`config.mk`:
```
export PLATFORM = sky130hd
export DESIGN_NAME = dba_stats
export DESIGN_NICKNAME = d
export VERILOG_FILES = /design/src/design/dba_pkg.sv /design/src/design/dba_stats.sv
export SDC_FILE = /design/constraint.sdc
export NUM_CORES = 2
export LEC_CHECK = 0
export BUFFER_PORTS_ARGS = -buffer_cell sky130_fd_sc_hd__buf_4
export CAP_MARGIN = 5
export CORE_MARGIN = 3
export CORE_UTILIZATION = 25
export CTS_CLUSTER_DIAMETER = 150
export CTS_CLUSTER_SIZE = 24
export DETAILED_ROUTE_END_ITERATION = 8
export PLACE_DENSITY_LB_ADDON = 0.15
export SLEW_MARGIN = 40
export SYNTH_ARGS = -nofsm -noshare
export SYNTH_HDL_FRONTEND = slang
export SYNTH_SLANG_ARGS = --single-unit
```
`constraint.sdc`:
```
create_clock -name clock -period 21 [get_ports clock]
set_clock_uncertainty 0.1 [all_clocks]
set_input_delay 4.2 -clock clock [delete_from_list [all_inputs] [get_ports clock]]
set_output_delay 4.2 -clock clock [all_outputs]
set_load 0.1 [all_outputs]
```
`src/design/dba_pkg.sv`:
```
// Package for the downlink batch admission block.
// Holds the shared types, register indexes, verdict and counter codes, and reset values.
// No dependencies.
package dba_pkg;

   localparam int NUM_ENTITIES_DEF = 64;
   localparam int NUM_CLASSES_DEF = 2;

   localparam int CSR_IDX_W = 3;
   localparam int CSR_DATA_W = 32;
   localparam int REQ_TDATA_W = 128;
   localparam int RSP_TDATA_W = 144;
   localparam int NUM_STATS = 16;

   localparam logic OP_OFFER = 1'b0;
   localparam logic OP_READ = 1'b1;

   typedef enum logic [CSR_IDX_W-1:0] {
      CSR_MIN_BYTES = 3'd0,
      CSR_MAX_BYTES = 3'd1,
      CSR_MAX_PKTS  = 3'd2,
      CSR_COOLDOWN  = 3'd3,
      CSR_SHIFT     = 3'd4,
      CSR_HEADER    = 3'd5
   } csr_index_type;

   typedef enum logic [3:0] {
      V_FORWARDED  = 4'd0,
      V_NO_BATCH   = 4'd1,
      V_EMPTY      = 4'd2,
      V_COOLDOWN   = 4'd3,
      V_UNMAPPED   = 4'd4,
      V_QUERY_FAIL = 4'd5,
      V_NO_FIT     = 4'd6,
      V_TARGET     = 4'd7,
      V_CAP        = 4'd8,
      V_REFUSED    = 4'd9
   } verdict_type;

   localparam int STAT_FWD_PKTS    = 0;
   localparam int STAT_FWD_BYTES   = 1;
   localparam int STAT_PEEKS       = 2;
   localparam int STAT_COOL_SKIPS  = 3;
   localparam int STAT_UNMAPPED    = 4;
   localparam int STAT_QUERY_FAIL  = 5;
   localparam int STAT_ROOM_POS    = 6;
   localparam int STAT_NOFIT_ZERO  = 7;
   localparam int STAT_NOFIT_POS   = 8;
   localparam int STAT_UNUSED_ROOM = 9;
   localparam int STAT_BLOCKED     = 10;
   localparam int STAT_OPENINGS    = 11;
   localparam int STAT_MULTI       = 12;
   localparam int STAT_PKT_LIMIT   = 13;
   localparam int STAT_CAP         = 14;
   localparam int STAT_TARGET      = 15;

   localparam logic [23:0] MIN_BYTES_RST = 24'd65536;
   localparam logic [23:0] MAX_BYTES_RST = 24'd262144;
   localparam logic [7:0]  MAX_PKTS_RST  = 8'd128;
   localparam logic [31:0] COOLDOWN_RST  = 32'd1000000;
   localparam logic [2:0]  SHIFT_RST     = 3'd2;
   localparam logic [3:0]  HEADER_RST    = 4'd1;

   typedef struct packed {
      logic [23:0] min_bytes;
      logic [23:0] max_bytes;
      logic [7:0]  max_pkts;
      logic [31:0] cooldown;
      logic [2:0]  shift;
      logic [3:0]  header;
   } cfg_type;

   typedef struct packed {
      logic        opcode;
      logic        new_batch;
      logic [5:0]  entity_index;
      logic        class_index;
      logic        head_present;
      logic        mapping_valid;
      logic        query_ok;
      logic [31:0] room_bytes;
      logic [15:0] payload_bytes;
      logic [63:0] time_ns;
      logic        send_ok;
      logic [3:0]  counter_select;
   } req_item_type;

   typedef struct packed {
      verdict_type verdict;
      logic        forwarded;
      logic [16:0] packet_bytes;
      logic [7:0]  batch_packets;
      logic [23:0] batch_bytes_out;
      logic        batch_end;
      logic [23:0] target_bytes;
      logic [63:0] counter_value;
   } rsp_item_type;

   typedef struct packed {
      logic        open;
      logic [7:0]  packets;
      logic [23:0] bytes;
   } batch_state_type;

   typedef struct packed {
      logic        fwd_pkt;
      logic [16:0] fwd_bytes;
      logic        peek;
      logic        cool_skip;
      logic        unmapped;
      logic        query_fail;
      logic        room_pos;
      logic        nofit_zero;
      logic        nofit_pos;
      logic [31:0] unused_room;
      logic        blocked;
      logic        opening;
      logic [1:0]  multi;
      logic [1:0]  pkt_limit;
      logic        cap;
      logic        target;
   } stat_inc_type;

   typedef struct packed {
      logic        en;
      logic [63:0] value;
   } deadline_wr_type;

endpackage

```
`src/design/dba_stats.sv`:
```
// Sixteen wrapping 64-bit statistics counters with a selected read.
// Depends on dba_pkg.
module dba_stats
   import dba_pkg::*;
(
   input  logic         clock,
   input  logic         reset,
   input  logic         upd_en,
   input  stat_inc_type inc,
   input  logic [3:0]   sel,
   output logic [63:0]  value
);

   logic [63:0] cnt_ff [NUM_STATS];

   always_ff @(posedge clock) begin
      if (reset) begin
         for (int i = 0; i < NUM_STATS; i++) begin
            cnt_ff[i] <= '0;
         end
      end else if (upd_en) begin
         cnt_ff[STAT_FWD_PKTS]    <= cnt_ff[STAT_FWD_PKTS] + 64'(inc.fwd_pkt);
         cnt_ff[STAT_FWD_BYTES]   <= cnt_ff[STAT_FWD_BYTES] + 64'(inc.fwd_bytes);
         cnt_ff[STAT_PEEKS]       <= cnt_ff[STAT_PEEKS] + 64'(inc.peek);
         cnt_ff[STAT_COOL_SKIPS]  <= cnt_ff[STAT_COOL_SKIPS] + 64'(inc.cool_skip);
         cnt_ff[STAT_UNMAPPED]    <= cnt_ff[STAT_UNMAPPED] + 64'(inc.unmapped);
         cnt_ff[STAT_QUERY_FAIL]  <= cnt_ff[STAT_QUERY_FAIL] + 64'(inc.query_fail);
         cnt_ff[STAT_ROOM_POS]    <= cnt_ff[STAT_ROOM_POS] + 64'(inc.room_pos);
         cnt_ff[STAT_NOFIT_ZERO]  <= cnt_ff[STAT_NOFIT_ZERO] + 64'(inc.nofit_zero);
         cnt_ff[STAT_NOFIT_POS]   <= cnt_ff[STAT_NOFIT_POS] + 64'(inc.nofit_pos);
         cnt_ff[STAT_UNUSED_ROOM] <= cnt_ff[STAT_UNUSED_ROOM] + 64'(inc.unused_room);
         cnt_ff[STAT_BLOCKED]     <= cnt_ff[STAT_BLOCKED] + 64'(inc.blocked);
         cnt_ff[STAT_OPENINGS]    <= cnt_ff[STAT_OPENINGS] + 64'(inc.opening);
         cnt_ff[STAT_MULTI]       <= cnt_ff[STAT_MULTI] + 64'(inc.multi);
         cnt_ff[STAT_PKT_LIMIT]   <= cnt_ff[STAT_PKT_LIMIT] + 64'(inc.pkt_limit);
         cnt_ff[STAT_CAP]         <= cnt_ff[STAT_CAP] + 64'(inc.cap);
         cnt_ff[STAT_TARGET]      <= cnt_ff[STAT_TARGET] + 64'(inc.target);
      end
   end

   assign value = cnt_ff[sel];

endmodule

```
### After elaboration in Yosys (flattened, before gate mapping)

Memories as Yosys holds them, arrays and structs flattened.
Index checks and enable logic that the tools add are counted.

| word-level totals | value |
|---|---|
| memories | 1 |
| ROM bits | 0 |
| register bits | 0 |
| RAM bits | 1024 |
| latch bits | 0 |
| output and inout port bits | 64 |

| cells by class | value |
|---|---|
| shift operators | 0 |
| order comparisons | 0 |
| bitwise logic cells | 16 |
| multipliers | 0 |
| add/sub/neg operators | 16 |
| reductions and logical operators | 0 |
| equality and inequality tests | 0 |
| div/mod/pow operators | 0 |
| multiplexer cells | 21 |

Memories:

| name | depth | width | rd ports | clocked after memory_dff | write ports | RTL line | text |
|---|---|---|---|---|---|---|---|
| cnt_ff | 16 | 64 | 17 | 0 | 16 | dba_stats.sv:14 | `logic [63:0] cnt_ff [NUM_STATS];` |

Operators by type and width:

| cell | number |
|---|---|
| 64-bit 2-to-1 mux | 16 |
| 64-bit by 1-bit adder with 64-bit output | 12 |
| 64-bit by 2-bit adder with 64-bit output | 2 |
| 64-bit by 17-bit adder with 64-bit output | 1 |
| 64-bit by 32-bit adder with 64-bit output | 1 |
| 1-bit OR | 16 |
| 1-bit 2-to-1 mux | 5 |

### Depth between registers and ports, before layout

| logic depth | value |
|---|---|
| depth in word-level cells | 4 |
| depth in mapped cells | 12 |

### Least setup slack after synthesis

OpenSTA, ideal clock, no wires.

| timing path | value |
|---|---|
| path type | input-to-reg |
| from | in reset |
| to | mem cnt_ff[0][0] (enable) |
| path buffers | 2 |
| cell stages on the path | 3 |
| library setup time | 0.978 ns |
| arrival | 16.876 ns |
| setup slack | 3.046 ns |
| cell sequence | clkbuf_1 > clkbuf_1 > or2_2 |

RTL lines:

| what | RTL line | text |
|---|---|---|
| from (decl) | dba_stats.sv:7 | `input logic reset,` |
| to (decl) | dba_stats.sv:14 |  |

### Worst setup path after layout

| timing path | value |
|---|---|
| from | in sel[0] |
| to | out value[41] |

| between the ends | value |
|---|---|
| longest elaborated chain between the ends | 1 |

RTL lines:

| what | RTL line | text |
|---|---|---|
| from (decl) | dba_stats.sv:10 | `input logic [3:0] sel,` |
| memory read 16 x 64 bit | - |  |
| to (decl) | dba_stats.sv:11 | `output logic [63:0] value` |

Every way passes these cells.

==> flow_metrics.tcl <==
set metrics [dict create \
    critical_path_peak_fanout 86 \
    floorplan.io_pins 136 \
    remaining_drc_errors 0 \
    route.final.wire_length_um 220300 \
    timing.slew.headroom_pct 43.37 \
    fin_util_pct 27.72 \
    post_synth_inst_count 5767 \
    vdd_drop_max_mv 0.06360 \
    ctsResizeCount 0 \
    area.growth.synth_to_final_pct 9.947 \
    setup.worst_path.class "input port to output pin" \
    net_count_after_synthesis 5920 \
    clock_insertion_delay_worst_skew_ns 0.72 \
    synth.cells.most_frequent "1024 x edfxtp_1, 963 x nor2_1, 539 x xor2_1, 447 x nand2_1, 331 x nand3_1" \
    design.die.area_sq_um 260300 \
    clkSlewWorstSetupHoldPaths_ns 0.11 \
    finish.net_count 5922 \
    cts_buffer_depth 3 \
    max_freq_mhz 83.50 \
    grt_max_degree 140 \
    clock-sinks 1024 \
    pwr_density_cell_nw_per_um2 65.80 \
    floorplan.initialDensity_pct 25.21 \
    tritoncts_buffer_count 48 \
    status "completed" \
    die-width_um 510.2 \
    yosysTopAreaCellShare_pct 48.38 \
    htree_levels 2 \
    final_max_slew_viol_count 0 \
    cts.hold.buffers_added 0 \
    detail-route-antenna-nets 0 \
    synth_sequential_area_ratio_pct 48.38 \
    kind_of_start_point_of_the_critical_path "input port" \
    worst_slew_pin_slew_ns 0.8494 \
    synth-seq-cells 1024 \
    grt_setup_unrepaired "no" \
    clock_tree.root_cell "clkbuf_16" \
    ys_types 74 \
    core.rowCount 184 \
    ys_warn_count 0 \
    synthArstFlopShare_pct 0 \
    design_power_total_mw 4.598 \
    synth_top_flop_cell "edfxtp_1" \
    report.final.hold_viol_count 0 \
    post-synth-top-count-cell "edfxtp_1" \
    detailedRoute.firstIterationViolations 4971 \
    wire_length_of_the_first_global_routing_pass_um 314500 \
    synth_enable_flop_cells 1024 \
    synth_adder_area_share_pct 1.642 \
    endpoint_kind "output pin" \
    power.leakage_nw 22.57 \
    largest-register "cnt_ff" \
    synth_area_leaders "edfxtp_1 48%, mux4_2 11%, xor2_1 7.4%" \
    synth.area.mux_share_pct 11.41 \
    router_iterations_before_antenna_repair 5 \
    finalSetupViolations 0 \
    hold_class "register to register" \
    largest_family_of_logic_cells_by_synthesized_area "simple AND/OR/NAND/NOR gates" \
    largest_reg_flops 1024 \
    vias_per_cell 5.140 \
    synth_simple_gate_area_share_pct 20.54 \
    grt_antenna_before_repair 26 \
    reg_top3 "cnt_ff: 1024 flops" \
    synth-xor-area-share_pct 11.09 \
    number_of_port_buffers 135 \
    timing.final.crit_period_ns 11.98 \
    drv.max_cap_violation_count 0 \
    synth_compound_gate_area_share_pct 4.902 \
    synth.largest_area_cell "edfxtp_1" \
    tritoncts "yes" \
    timing.critical_path.arrival_ns 7.68 \
    post_drt_wl_per_cell_um 24.13 \
    floorplan.core_area_sq_um 252100 \
    chipHeight_um 510.2 \
    drive_above_1_share_pct 11.11 \
    routabilityCongestion 0.8799 \
    avg_cell_area_syn_sq_um 11.02 \
    synthesis.area_sq_um 63560 \
    grt.overflow.total 0 \
    postCtsSetupBuffers 0 \
    final.setup.tns_ns 0 \
    post-route-period-util_pct 57.03 \
    gr-usage-all-layers_pct 16.38 \
    count_of_vias_placed_by_the_detailed_router 46930 \
    grt_pass1_vias 43380 \
    timing.critical_path.required_ns 16.70 \
    post-dp-hpwl_um 167000 \
]
[path summary, 6_finish.rpt]
kind / from / endpoint / slack (ns) / cells past startpoint
worst max-delay path: sel[0] / value[41] / 9.02 / 7
worst min register to register: cnt_ff[3][63] / cnt_ff[3][63] / 0.54 / 2
worst min-delay path: cnt_ff[3][63] / cnt_ff[3][63] / 0.54 / 2
worst max register to register: cnt_ff[9][1] / cnt_ff[9][57] / 16.89 / 10
[placed cells by master, fill, tap and decap left out, types with 9 or more instances in the layout]
| cell | synthesis | final |
|---|---|---|
| buf_6 | 0 | 17 |
| ha_1 | 77 | 77 |
| or4_1 | 19 | 19 |
| o21a_1 | 9 | 9 |
| o211ai_1 | 13 | 13 |
| nand4_1 | 199 | 199 |
| nor4_2 | 9 | 9 |
| and4_1 | 98 | 98 |
| clkbuf_16 | 0 | 49 |
| edfxtp_1 | 1024 | 1024 |
| nand2b_1 | 19 | 18 |
| and2_1 | 84 | 84 |
| nor2b_1 | 28 | 27 |
| o21ai_0 | 190 | 190 |
| inv_1 | 88 | 88 |
| or3_1 | 161 | 161 |
| nand3_1 | 331 | 331 |
| buf_4 | 0 | 176 |
| diode_2 | 0 | 11 |
| or2_2 | 15 | 14 |
| a2111oi_0 | 16 | 16 |
| a21o_1 | 26 | 26 |
| a21oi_1 | 220 | 220 |
| and3_1 | 152 | 152 |
| mux4_2 | 319 | 319 |
| nor3_1 | 68 | 63 |
| nor4_1 | 22 | 22 |
| xnor2_1 | 266 | 266 |
| xor2_1 | 539 | 539 |
| a211oi_1 | 14 | 14 |
| nand2_1 | 447 | 447 |
| nor2_1 | 963 | 962 |
[worst max-delay path, cell delays in order]
cell,delay (ns)
buf_8,0.41
buf_12,0.35
buf_16,0.41
buf_6,0.64
mux4_2,0.59
mux4_2,0.55
buf_4,0.27
[cells by family after synthesis]
kind of cell | Yosys count
multiplexers | 324
AND/OR/NAND/NOR | 2648
XOR/XNOR | 805
flip-flops | 1024
adder cells (fa/ha/maj) | 81
AO/OA/AOI/OAI | 543
buffers and inverters | 342
[routing by layer]
metal,vias to the layer above,GRT usage (%),routed length [um]
met4,8,3.589,5133
met5,-,0,48
met1,23920,25.93,107000
met3,158,1.574,14710
li1,21340,-,-
met2,1505,23.78,93400
[metrics by stage]
step           cells  hold slack [ns]  worst slack, ns  area, sq um
2_1_floorplan   5767           0.4412            3.046        63560
5_1_grt         9121           0.5802            8.760        69860
3_5_place_dp    9064           0.5020            8.986        68510
3_3_place_gp    9061           0.5034            8.867        68380
6_report        9130           0.5388            9.023        69880
4_1_cts         9116           0.5405            8.987        69770
[final cells by class]
class,instances,area (sq um)
tap,3348,4189
sequential,1024,30750
fill,26110,182200
inverter,88,330.3
timing repair buffer,206,1758
multi-input combinational,4401,31580
clock inverter,3,26.28
antenna,11,27.53
clock buffer,49,1226
[where the power goes]
group	internal [mW]	total [mW]	leakage, nW	switching (mW)
Sequential	2.42	2.69	11.3	0.268
Combinational	0.290	0.765	10.6	0.475
Clock	0.423	1.15	0.617	0.724
Total	3.13	4.60	22.6	1.47
Power figures use the tool's default switching activity.
