$ cat src/design/dba_pkg.sv
// Package for the downlink batch admission block.
// Holds the shared types, register indexes, verdict and counter codes, and reset values.
// No dependencies.
package dba_pkg;

   localparam int NUM_ENTITIES_DEF = 64;
   localparam int NUM_CLASSES_DEF = 2;

   localparam int CSR_IDX_W = 3;
   localparam int CSR_DATA_W = 32;
   localparam int REQ_TDATA_W = 128;
   localparam int RSP_TDATA_W = 144;
   localparam int NUM_STATS = 16;

   localparam logic OP_OFFER = 1'b0;
   localparam logic OP_READ = 1'b1;

   typedef enum logic [CSR_IDX_W-1:0] {
      CSR_MIN_BYTES = 3'd0,
      CSR_MAX_BYTES = 3'd1,
      CSR_MAX_PKTS  = 3'd2,
      CSR_COOLDOWN  = 3'd3,
      CSR_SHIFT     = 3'd4,
      CSR_HEADER    = 3'd5
   } csr_index_type;

   typedef enum logic [3:0] {
      V_FORWARDED  = 4'd0,
      V_NO_BATCH   = 4'd1,
      V_EMPTY      = 4'd2,
      V_COOLDOWN   = 4'd3,
      V_UNMAPPED   = 4'd4,
      V_QUERY_FAIL = 4'd5,
      V_NO_FIT     = 4'd6,
      V_TARGET     = 4'd7,
      V_CAP        = 4'd8,
      V_REFUSED    = 4'd9
   } verdict_type;

   localparam int STAT_FWD_PKTS    = 0;
   localparam int STAT_FWD_BYTES   = 1;
   localparam int STAT_PEEKS       = 2;
   localparam int STAT_COOL_SKIPS  = 3;
   localparam int STAT_UNMAPPED    = 4;
   localparam int STAT_QUERY_FAIL  = 5;
   localparam int STAT_ROOM_POS    = 6;
   localparam int STAT_NOFIT_ZERO  = 7;
   localparam int STAT_NOFIT_POS   = 8;
   localparam int STAT_UNUSED_ROOM = 9;
   localparam int STAT_BLOCKED     = 10;
   localparam int STAT_OPENINGS    = 11;
   localparam int STAT_MULTI       = 12;
   localparam int STAT_PKT_LIMIT   = 13;
   localparam int STAT_CAP         = 14;
   localparam int STAT_TARGET      = 15;

   localparam logic [23:0] MIN_BYTES_RST = 24'd65536;
   localparam logic [23:0] MAX_BYTES_RST = 24'd262144;
   localparam logic [7:0]  MAX_PKTS_RST  = 8'd128;
   localparam logic [31:0] COOLDOWN_RST  = 32'd1000000;
   localparam logic [2:0]  SHIFT_RST     = 3'd2;
   localparam logic [3:0]  HEADER_RST    = 4'd1;

   typedef struct packed {
      logic [23:0] min_bytes;
      logic [23:0] max_bytes;
      logic [7:0]  max_pkts;
      logic [31:0] cooldown;
      logic [2:0]  shift;
      logic [3:0]  header;
   } cfg_type;

   typedef struct packed {
      logic        opcode;
      logic        new_batch;
      logic [5:0]  entity_index;
      logic        class_index;
      logic        head_present;
      logic        mapping_valid;
      logic        query_ok;
      logic [31:0] room_bytes;
      logic [15:0] payload_bytes;
      logic [63:0] time_ns;
      logic        send_ok;
      logic [3:0]  counter_select;
   } req_item_type;

   typedef struct packed {
      verdict_type verdict;
      logic        forwarded;
      logic [16:0] packet_bytes;
      logic [7:0]  batch_packets;
      logic [23:0] batch_bytes_out;
      logic        batch_end;
      logic [23:0] target_bytes;
      logic [63:0] counter_value;
   } rsp_item_type;

   typedef struct packed {
      logic        open;
      logic [7:0]  packets;
      logic [23:0] bytes;
   } batch_state_type;

   typedef struct packed {
      logic        fwd_pkt;
      logic [16:0] fwd_bytes;
      logic        peek;
      logic        cool_skip;
      logic        unmapped;
      logic        query_fail;
      logic        room_pos;
      logic        nofit_zero;
      logic        nofit_pos;
      logic [31:0] unused_room;
      logic        blocked;
      logic        opening;
      logic [1:0]  multi;
      logic [1:0]  pkt_limit;
      logic        cap;
      logic        target;
   } stat_inc_type;

   typedef struct packed {
      logic        en;
      logic [63:0] value;
   } deadline_wr_type;

endpackage

$ cat src/design/dba_decide.sv
// Admission decision or counter read for one registered item: verdict, batch update, counter
// increments and cooldown deadline write. Depends on dba_pkg.
module dba_decide
   import dba_pkg::*;
(
   input  req_item_type    item,
   input  cfg_type         cfg,
   input  batch_state_type batch,
   input  logic            has_slot,
   input  logic [63:0]     deadline,
   input  logic [63:0]     counter_value,
   output rsp_item_type    rsp,
   output batch_state_type batch_nxt,
   output stat_inc_type    stat_inc,
   output deadline_wr_type dl_wr
);

   logic [16:0] pkt;
   logic [31:0] shifted;
   logic [31:0] raised;
   logic [23:0] tgt;
   logic        degenerate;
   logic        cool;
   logic        open_w;
   logic [7:0]  pkts_w;
   logic [23:0] bytes_w;
   logic [24:0] sum;
   logic [1:0]  multi;
   logic [1:0]  lim;
   verdict_type verdict;

   always_comb begin
      rsp = '0;
      batch_nxt = batch;
      stat_inc = '0;
      dl_wr = '0;
      pkt = 17'(item.payload_bytes) + 17'(cfg.header);
      shifted = item.room_bytes >> cfg.shift;
      raised = (shifted < 32'(cfg.min_bytes)) ? 32'(cfg.min_bytes) : shifted;
      tgt = (raised > 32'(cfg.max_bytes)) ? cfg.max_bytes : raised[23:0];
      degenerate = (cfg.max_pkts == '0) || (cfg.max_bytes == '0);
      cool = has_slot && (deadline > item.time_ns);
      open_w = batch.open;
      pkts_w = batch.packets;
      bytes_w = batch.bytes;
      sum = '0;
      multi = '0;
      lim = '0;
      verdict = V_FORWARDED;

      if (item.opcode == OP_READ) begin
         rsp.counter_value = counter_value;
      end else begin
         if (item.new_batch) begin
            if (open_w) begin
               multi = multi + 2'(pkts_w > 8'd1);
               lim = lim + 2'(pkts_w == cfg.max_pkts);
            end
            stat_inc.opening = 1'b1;
            open_w = 1'b1;
            pkts_w = '0;
            bytes_w = '0;
         end

         if (item.new_batch && degenerate) begin
            lim = lim + 2'(cfg.max_pkts == '0);
            open_w = 1'b0;
            rsp.verdict = V_NO_BATCH;
            rsp.batch_end = 1'b1;
         end else begin
            sum = 25'(bytes_w) + 25'(pkt);
            if (!open_w) begin
               verdict = V_NO_BATCH;
            end else if (!item.head_present) begin
               verdict = V_EMPTY;
            end else begin
               stat_inc.peek = 1'b1;
               rsp.packet_bytes = pkt;
               if (cool) begin
                  stat_inc.cool_skip = 1'b1;
                  verdict = V_COOLDOWN;
               end else if (!item.mapping_valid) begin
                  stat_inc.unmapped = 1'b1;
                  verdict = V_UNMAPPED;
               end else if (!item.query_ok) begin
                  stat_inc.query_fail = 1'b1;
                  verdict = V_QUERY_FAIL;
               end else begin
                  stat_inc.room_pos = (item.room_bytes != '0);
                  rsp.target_bytes = tgt;
                  if (32'(pkt) > item.room_bytes) begin
                     if (item.room_bytes == '0) begin
                        stat_inc.nofit_zero = 1'b1;
                     end else begin
                        stat_inc.nofit_pos = 1'b1;
                        stat_inc.unused_room = item.room_bytes;
                     end
                     dl_wr.en = has_slot;
                     dl_wr.value = item.time_ns + 64'(cfg.cooldown);
                     stat_inc.blocked = 1'b1;
                     verdict = V_NO_FIT;
                  end else if ((pkts_w != '0) && (sum > 25'(tgt))) begin
                     stat_inc.target = 1'b1;
                     verdict = V_TARGET;
                  end else if (sum > 25'(cfg.max_bytes)) begin
                     stat_inc.cap = 1'b1;
                     verdict = V_CAP;
                  end else if (!item.send_ok) begin
                     verdict = V_REFUSED;
                  end else begin
                     dl_wr.en = has_slot;
                     dl_wr.value = '0;
                     stat_inc.fwd_pkt = 1'b1;
                     stat_inc.fwd_bytes = pkt;
                     pkts_w = pkts_w + 8'd1;
                     bytes_w = sum[23:0];
                     rsp.forwarded = 1'b1;
                     verdict = V_FORWARDED;
                  end
               end
            end

            if (open_w) begin
               if ((verdict != V_FORWARDED) || (pkts_w >= cfg.max_pkts)
                   || (bytes_w >= cfg.max_bytes)) begin
                  multi = multi + 2'(pkts_w > 8'd1);
                  lim = lim + 2'(pkts_w == cfg.max_pkts);
                  open_w = 1'b0;
               end
            end

            rsp.verdict = verdict;
            rsp.batch_packets = pkts_w;
            rsp.batch_bytes_out = bytes_w;
            rsp.batch_end = !open_w;
         end

         stat_inc.multi = multi;
         stat_inc.pkt_limit = lim;
         batch_nxt.open = open_w;
         batch_nxt.packets = pkts_w;
         batch_nxt.bytes = bytes_w;
      end
   end

endmodule

$ cat config.mk
export PLATFORM = sky130hd
export DESIGN_NAME = dba_decide
export DESIGN_NICKNAME = d
export VERILOG_FILES = /design/src/design/dba_pkg.sv /design/src/design/dba_decide.sv
export SDC_FILE = /design/constraint.sdc
export NUM_CORES = 1
export LEC_CHECK = 0
export BUFFER_PORTS_ARGS = -buffer_cell sky130_fd_sc_hd__buf_4
export CAP_MARGIN = 20
export CORE_AREA = 3 3 267 269
export DETAILED_ROUTE_END_ITERATION = 16
export DIE_AREA = 0 0 270 272
export SYNTH_ARGS = -nofsm -noshare
export SYNTH_HDL_FRONTEND = slang
export SYNTH_SLANG_ARGS = --single-unit
$ cat constraint.sdc
create_clock -name vclk -period 13.33
set_clock_uncertainty 0.1 [all_clocks]
set_input_delay 1.333 -clock vclk [all_inputs]
set_output_delay 1.333 -clock vclk [all_outputs]
set_load 0.01 [all_outputs]
* Yosys cells after proc, flatten, opt, wreduce, memory -nomap -nowiden
Cells that the tools add are included.
Storage, ports and cells: bits in registers 0, input port bits 386
Operators by class: add/subtract/negate cells 7, $lt $le $gt $ge 10, equality and inequality tests 2, shifts and indexed selects 1, muxes and demuxes 123, reductions and logical operators 13
Operators with widths (number):
- $mux 65 | 12
- $mux 24 | 21
- $mux 58 | 3
- $mux 18 | 9
- $mux 8 | 14
- $mux 79 | 1
- $mux 33 | 2
- $add 64x32->64 | 1
- $gt 64x64->1 | 1
- $mux 64 | 1
- $gt 25x24->1 | 2
- $mux 50 | 1
- $mux 4 | 12
- $mux 38 | 1
- $mux 37 | 1
- $mux 36 | 1
- $mux 35 | 1
- $gt 17x32->1 | 1
- $gt 32x24->1 | 1
- $logic_not 32->1 | 1
- $lt 32x24->1 | 1
- $mux 32 | 1
- $reduce_bool 32->1 | 1
- $shr 32x3->32 | 1
- 17 further kinds | 65

* Longest topological paths before layout
Gate-level depths: netlist of the first run.
depth after elaboration 26, depth in mapped cells 53

* Least setup slack after synthesis of the first run
No wires, ideal clock.
kind input port to output port, from in cfg[4] (netlist bit), to out stat_inc[4] (netlist bit), arrival time 12.190 ns, required time 11.897 ns, slack -0.293 ns, cell stages on the path 51, cells stage by stage buf_2 -> inv_1 -> buf_1 -> clkbuf_1 -> clkbuf_1 -> mux2i_1 -> mux2i_1 -> ha_1 -> a21o_1 -> a21o_1 -> a21o_1 -> a21o_1 -> a211oi_1 -> o21ai_0 -> a211oi_2 -> buf_2 -> mux2_2 -> ha_1 -> (+15 left out) -> nor3b_1 -> o21ai_2 -> or4b_4 -> nor3_4 -> buf_2 -> a22oi_1 -> ha_1 -> nand2b_1 -> a21o_1 -> a21o_1 -> a211oi_1 -> o21ai_0 -> a21oi_1 -> o31ai_1 -> or3_1 -> clkbuf_1 -> a211o_1 -> a21oi_1
RTL lines:
- start, declared | RTL line dba_decide.sv:7 | input cfg_type cfg,
- end, declared | RTL line dba_decide.sv:14 | output stat_inc_type stat_inc,

==> reports/metrics.cfg, run 1 <==
[run_status]
status=finished, final reports clean

[power_and_ir_drop]
p_int_mw=0.367
pwr-share-clk_pct=0
swShare_pct=55.0
pwr_density_cell_nw_per_um2=39.8
p_comb_share_pct=100.0
p_leak_nw=10.9
power_mw=0.815
pwr-share-seq_pct=0
power.switching_mw=0.448
ir_worst_vdd_mv=0.0214

[final_layout]
filler_cell_count=7617
design.seq.count=0
final_cells=3598
stdcell_area_sq_um=20500
layout.nets=3321
nClkBuffers=0
final_layout_size_suffix_gt1_share_pct=33.9
area_delta_synth_final_pct=53.8
fin_util_pct=29.7
seq_area_sq_um=0

[floorplanning]
fp.dieH_microns=272
die_w_microns=270
start_util_pct=19.3
rows=96
dieArea_sq_um=73400
core-area_sq_um=68800
pin_count=692

[clocking]
ctsHoldBuffers=0

[placed_design]
io_buffer_count=666
dp_hpwl_microns=70800
dp_slack_ps=-91.1
dp.cells=3582
gp_congestion=0.974
placed_area_sq_um=20100

[routing]
drt_wl_total_microns=79700
wl_per_cell_microns=22.1
dr.first_iter.drc_count=1316
via_count=17363
vias_per_cell=4.83
final_antenna_net_count=0
drc_errors=0
drtPass1Iterations=5

[hold_path]
hold_class=in2out

[worst_setup_path]
end_kind=primary output
cp_common_cell=a21o_1
critPathMaxFanout=7
slowest_delay_ps=570
startpoint_type=input pin
critPathKind=in2out
cp_slowest_cell=mux4_2
critPathArrivalTime_ps=11660
cp.required_ps=11900

[sta]
finalWorstSetupSlack_ps=238
setup_viol_count_final=0
relSlewSlack_pct=35.2
fmax_mhz=76.4
min_period_ps=13090
drv_slew=0
fin_crit_sh_pct=98.2
hold_viol_final=0
worstMarginPinSlew_ps=969

[global_routing]
antenna_found_initial=14
first_global_vias=17100
grt_max_degree=94
grt_util_met3_pct=4.46
met1_usage_pct=25.1
overflow=0
grt_util_met2_pct=34.7
grt_usage_pct=20.2
busiest_layer=met2
grt_pass1_wl_microns=112000

[yosys]
netlist_instances=1932
synth_xor_xnor_area_share_pct=6.64
synth_compound_area_share_pct=24.3
synth_top_family_by_area=simple AND/OR/NAND/NOR gates
synth_mux_area_share_pct=8.10
synth_area_per_cell_sq_um=6.89
ys_warn_count=0
yosys.area_share.simple_pct=27.0
synth.top_cell.area_share_pct=25.0
synth.largest_area_cell=ha_1
syn_area_sq_um=13300
synth_area_leaders=ha_1 (25%), nor2_1 (6.1%), inv_1 (5.3%)
synth_adder_area_share_pct=25.5
yosysSeqAreaShare_pct=0
yosysUniqueCellTypes=81

[job]
drv_cap=0

Yosys cell counts, types with 8 or more instances:
library cell and count:
buf_2 13, nor3_1 50, nand3_1 38, mux2_2 34, nand2_1 110, clkbuf_1 52, nor2b_1 40, nand4_1 61
buf_4 18, nor2_1 215, o211ai_1 12, a22o_1 37, nor4_1 26, a211o_1 8, o21a_1 16, a21oi_1 125
xnor2_1 73, or3_1 16, ha_1 266, mux4_2 10, a31oi_1 11, xor2_1 26, and3_1 17, o21ai_0 83
nand2b_1 12, mux2i_1 47, o21bai_1 11, a211oi_1 17, inv_1 187, and2_1 96, a2111oi_0 8, a21o_1 92
worst paths after layout:
kind / startpoint / end / slack [ps] / depth (start not counted)
worst max-delay path: cfg[5] / stat_inc[2] / 240 / 49
worst min-delay path: counter_value[52] / rsp[52] / 2850 / 3
critical path: cells and delay by family:
family	cells	cell delay (ps)
AO/OA/AOI/OAI	24	4210
adder cells (fa/ha/maj)	4	1090
AND/OR/NAND/NOR	8	2420
multiplexers	5	1530
buffers and inverters	8	1070
cell usage in the layout, fill, tap and decap left out, types with 13 or more instances in the layout:
cell	netlist	routed
buf_4	18	792
ha_1	266	262
nor2_1	215	215
inv_1	187	187
a21oi_1	125	120
nand2_1	110	109
and2_1	96	96
a21o_1	92	92
xnor2_1	73	73
o21ai_0	83	68
nand4_1	61	61
nor3_1	50	48
mux2i_1	47	43
nor2b_1	40	40
a22o_1	37	37
nand3_1	38	36
mux2_2	34	26
xor2_1	26	26
nor4_1	26	25
and3_1	17	17
o21ai_1	2	16
o21a_1	16	16
conb_1	1	15
a211oi_1	17	14
or3_1	16	13
area by class of cell:
| class | instances | area, sq um | share of cell area [%] |
|---|---|---|---|
| multi-input cells | 1670 | 12500 | 60.9 |
| repair buffers | 806 | 6130 | 30.0 |
| well taps | 931 | 1160 | 5.69 |
| inverters | 188 | 706 | 3.45 |
| diodes | 3 | 7.51 | 0.0367 |
metal layers:
layer	part of all wire [%]	wire (microns)
met4	3.8	3020
met5	0.094	75
met1	41	32900
met3	8.1	6420
met2	47	37200
stage by stage:
stage / setup TNS [ps] / hold slack (ps)
6_report: 0 / 2850
5_1_grt: -261 / 2870
4_1_cts: 0 / 2850
3_5_place_dp: -140 / 2850
3_3_place_gp: -155 / 2850
2_1_floorplan: 0 / 2610
cells by family (layout without fill, tap and decap cells):
group / Yosys count / in the layout
compound gates: 483 / 483
xor+xnor: 100 / 100
fa+ha+maj: 269 / 269
buf+inv: 276 / 994
mux: 91 / 91
other cells: 1 / 18
simple gates: 712 / 712
power groups by stage:
stage / clock network [mW] / registers, mW / logic [mW]
5_1_grt: 0.0000000100 / 0 / 0.891
3_3_place_gp: 0 / 0 / 0.783
4_1_cts: 0 / 0 / 0.791
2_1_floorplan: 0 / 0 / 0.436
6_report: 0.0000000302 / 0 / 0.815
3_5_place_dp: 0 / 0 / 0.786
timing repair:
item | 4_1_cts | 5_1_grt
pin swaps | 0 | 27
gates cloned | 0 | 1
setup buffers | 0 | 11
resized for setup | 3 | 62
endpoints found under the setup margin | 2 | 6
Note: power is estimated with default switching activity, not from simulation.
==> run 2, diff against run 1 <==
==> constraint.sdc (replaced) <==
create_clock -name vclk -period 13.33
set_clock_uncertainty 0.1 [all_clocks]
set_input_delay 1.333 -clock vclk [all_inputs]
set_output_delay 1.333 -clock vclk [all_outputs]
set_load 0.1 [all_outputs]
==> run 2 against run 1 <==
Net effect: sequential share of layout area unchanged; worst hold slack better by 89 ps; setup slack got worse by 8.4 ps; critical path type unchanged.
==> reports/metrics.cfg, run 2 (synthesis gave the netlist of run 1 again) <==
[run_status]
status=finished, final reports clean

[floorplanning]
pin_count=692
core-area_sq_um=68800
start_util_pct=19.3
dieArea_sq_um=73400
fp.dieH_microns=272
rows=96
die_w_microns=270

[worst_setup_path]
cp.required_ps=11900
end_kind=primary output
critPathMaxFanout=11
slowest_delay_ps=540
critPathArrivalTime_ps=11670
critPathKind=in2out
cp_common_cell=a21o_1
startpoint_type=input pin
cp_slowest_cell=mux4_2

[routing]
wl_per_cell_microns=22.0
drtPass1Iterations=5
vias_per_cell=4.82
dr.first_iter.drc_count=1278
via_count=17493
drc_errors=0
final_antenna_net_count=0
drt_wl_total_microns=79900

[sta]
fmax_mhz=76.3
finalWorstSetupSlack_ps=230
worstMarginPinSlew_ps=1130
setup_viol_count_final=0
hold_viol_final=0
drv_slew=0
relSlewSlack_pct=24.7
min_period_ps=13100
fin_crit_sh_pct=98.3

[clocking]
ctsHoldBuffers=0

[placed_design]
gp_congestion=0.952
dp_hpwl_microns=71500
io_buffer_count=666
dp_slack_ps=-131

[final_layout]
area_delta_synth_final_pct=56.4
design.seq.count=0
nClkBuffers=0
final_layout_size_suffix_gt1_share_pct=34.9
layout_commonest_cell=buf_4
seq_area_sq_um=0
fin_util_pct=30.2
layout_common_cells=buf_4 (819), ha_1 (263), nor2_1 (213), inv_1 (187), a21oi_1 (121)
filler_cell_count=7584
layout.nets=3352

[global_routing]
antenna_found_initial=12
overflow=0
first_global_vias=17049
grt_max_degree=92
grt_pass1_wl_microns=112000
grt_usage_pct=20.2

[hold_path]
min_to=stat_inc[44]
hold_start=item[118]
hold_class=in2out
hold_depth=3

[job]
drv_cap=0

==> run 2: worst max path at each step <==
stage / startpoint / endpoint / cells after the start
floorplan: cfg[5] / stat_inc[4] / 49
global placement: cfg[5] / stat_inc[4] / 46
detailed placement: cfg[5] / stat_inc[4] / 46
CTS: cfg[5] / stat_inc[4] / 47
global route: cfg[4] / stat_inc[2] / 52
finish: cfg[5] / stat_inc[4] / 48
==> run 2: layer usage <==
metal	GRT usage (%)	vias to the layer above	wire length, microns
met2	33.5	713	36000
met3	5.25	97	7130
li1	-	8490	-
met4	4.04	14	2010
met1	26.6	8179	34600
met5	0	-	87
==> run 2: repair_timing <==
action                                  4_1_cts  5_1_grt
pin swaps                                     1       20
resized for setup                            12       52
cloned                                        0        0
setup buffers                                 1       14
hold endpoints to repair                      0        0
endpoints found under the setup margin        3        6
==> run 2: final cells by class <==
class                      count  area (sq um)  share of cell area [%]
timing repair buffer         837          6440                    30.9
inverter                     188           706                    3.39
multi-input combinational   1670         12500                    60.1
tap                          931          1160                    5.60
antenna                        3          7.51                  0.0361
==> run 2: stage by stage <==
step / instance area (sq um) / instances / setup TNS (ps) / hold WS (ps)
after CTS: 20500 / 3612 / 0 / 2950
after detailed placement: 20400 / 3611 / -296 / 2950
after global placement: 20400 / 3611 / -262 / 2950
after global routing: 20800 / 3626 / -231 / 2960
after floorplan: 13400 / 1946 / 0 / 2900
final: 20800 / 3629 / 0 / 2940
==> run 2: worst max-delay path: cells and delay by family <==
family | cells | cell delay, ps
simple gates | 10 | 2580
buf+inv | 8 | 1230
fa+ha+maj | 4 | 1060
compound gates | 21 | 3700
mux | 5 | 1740
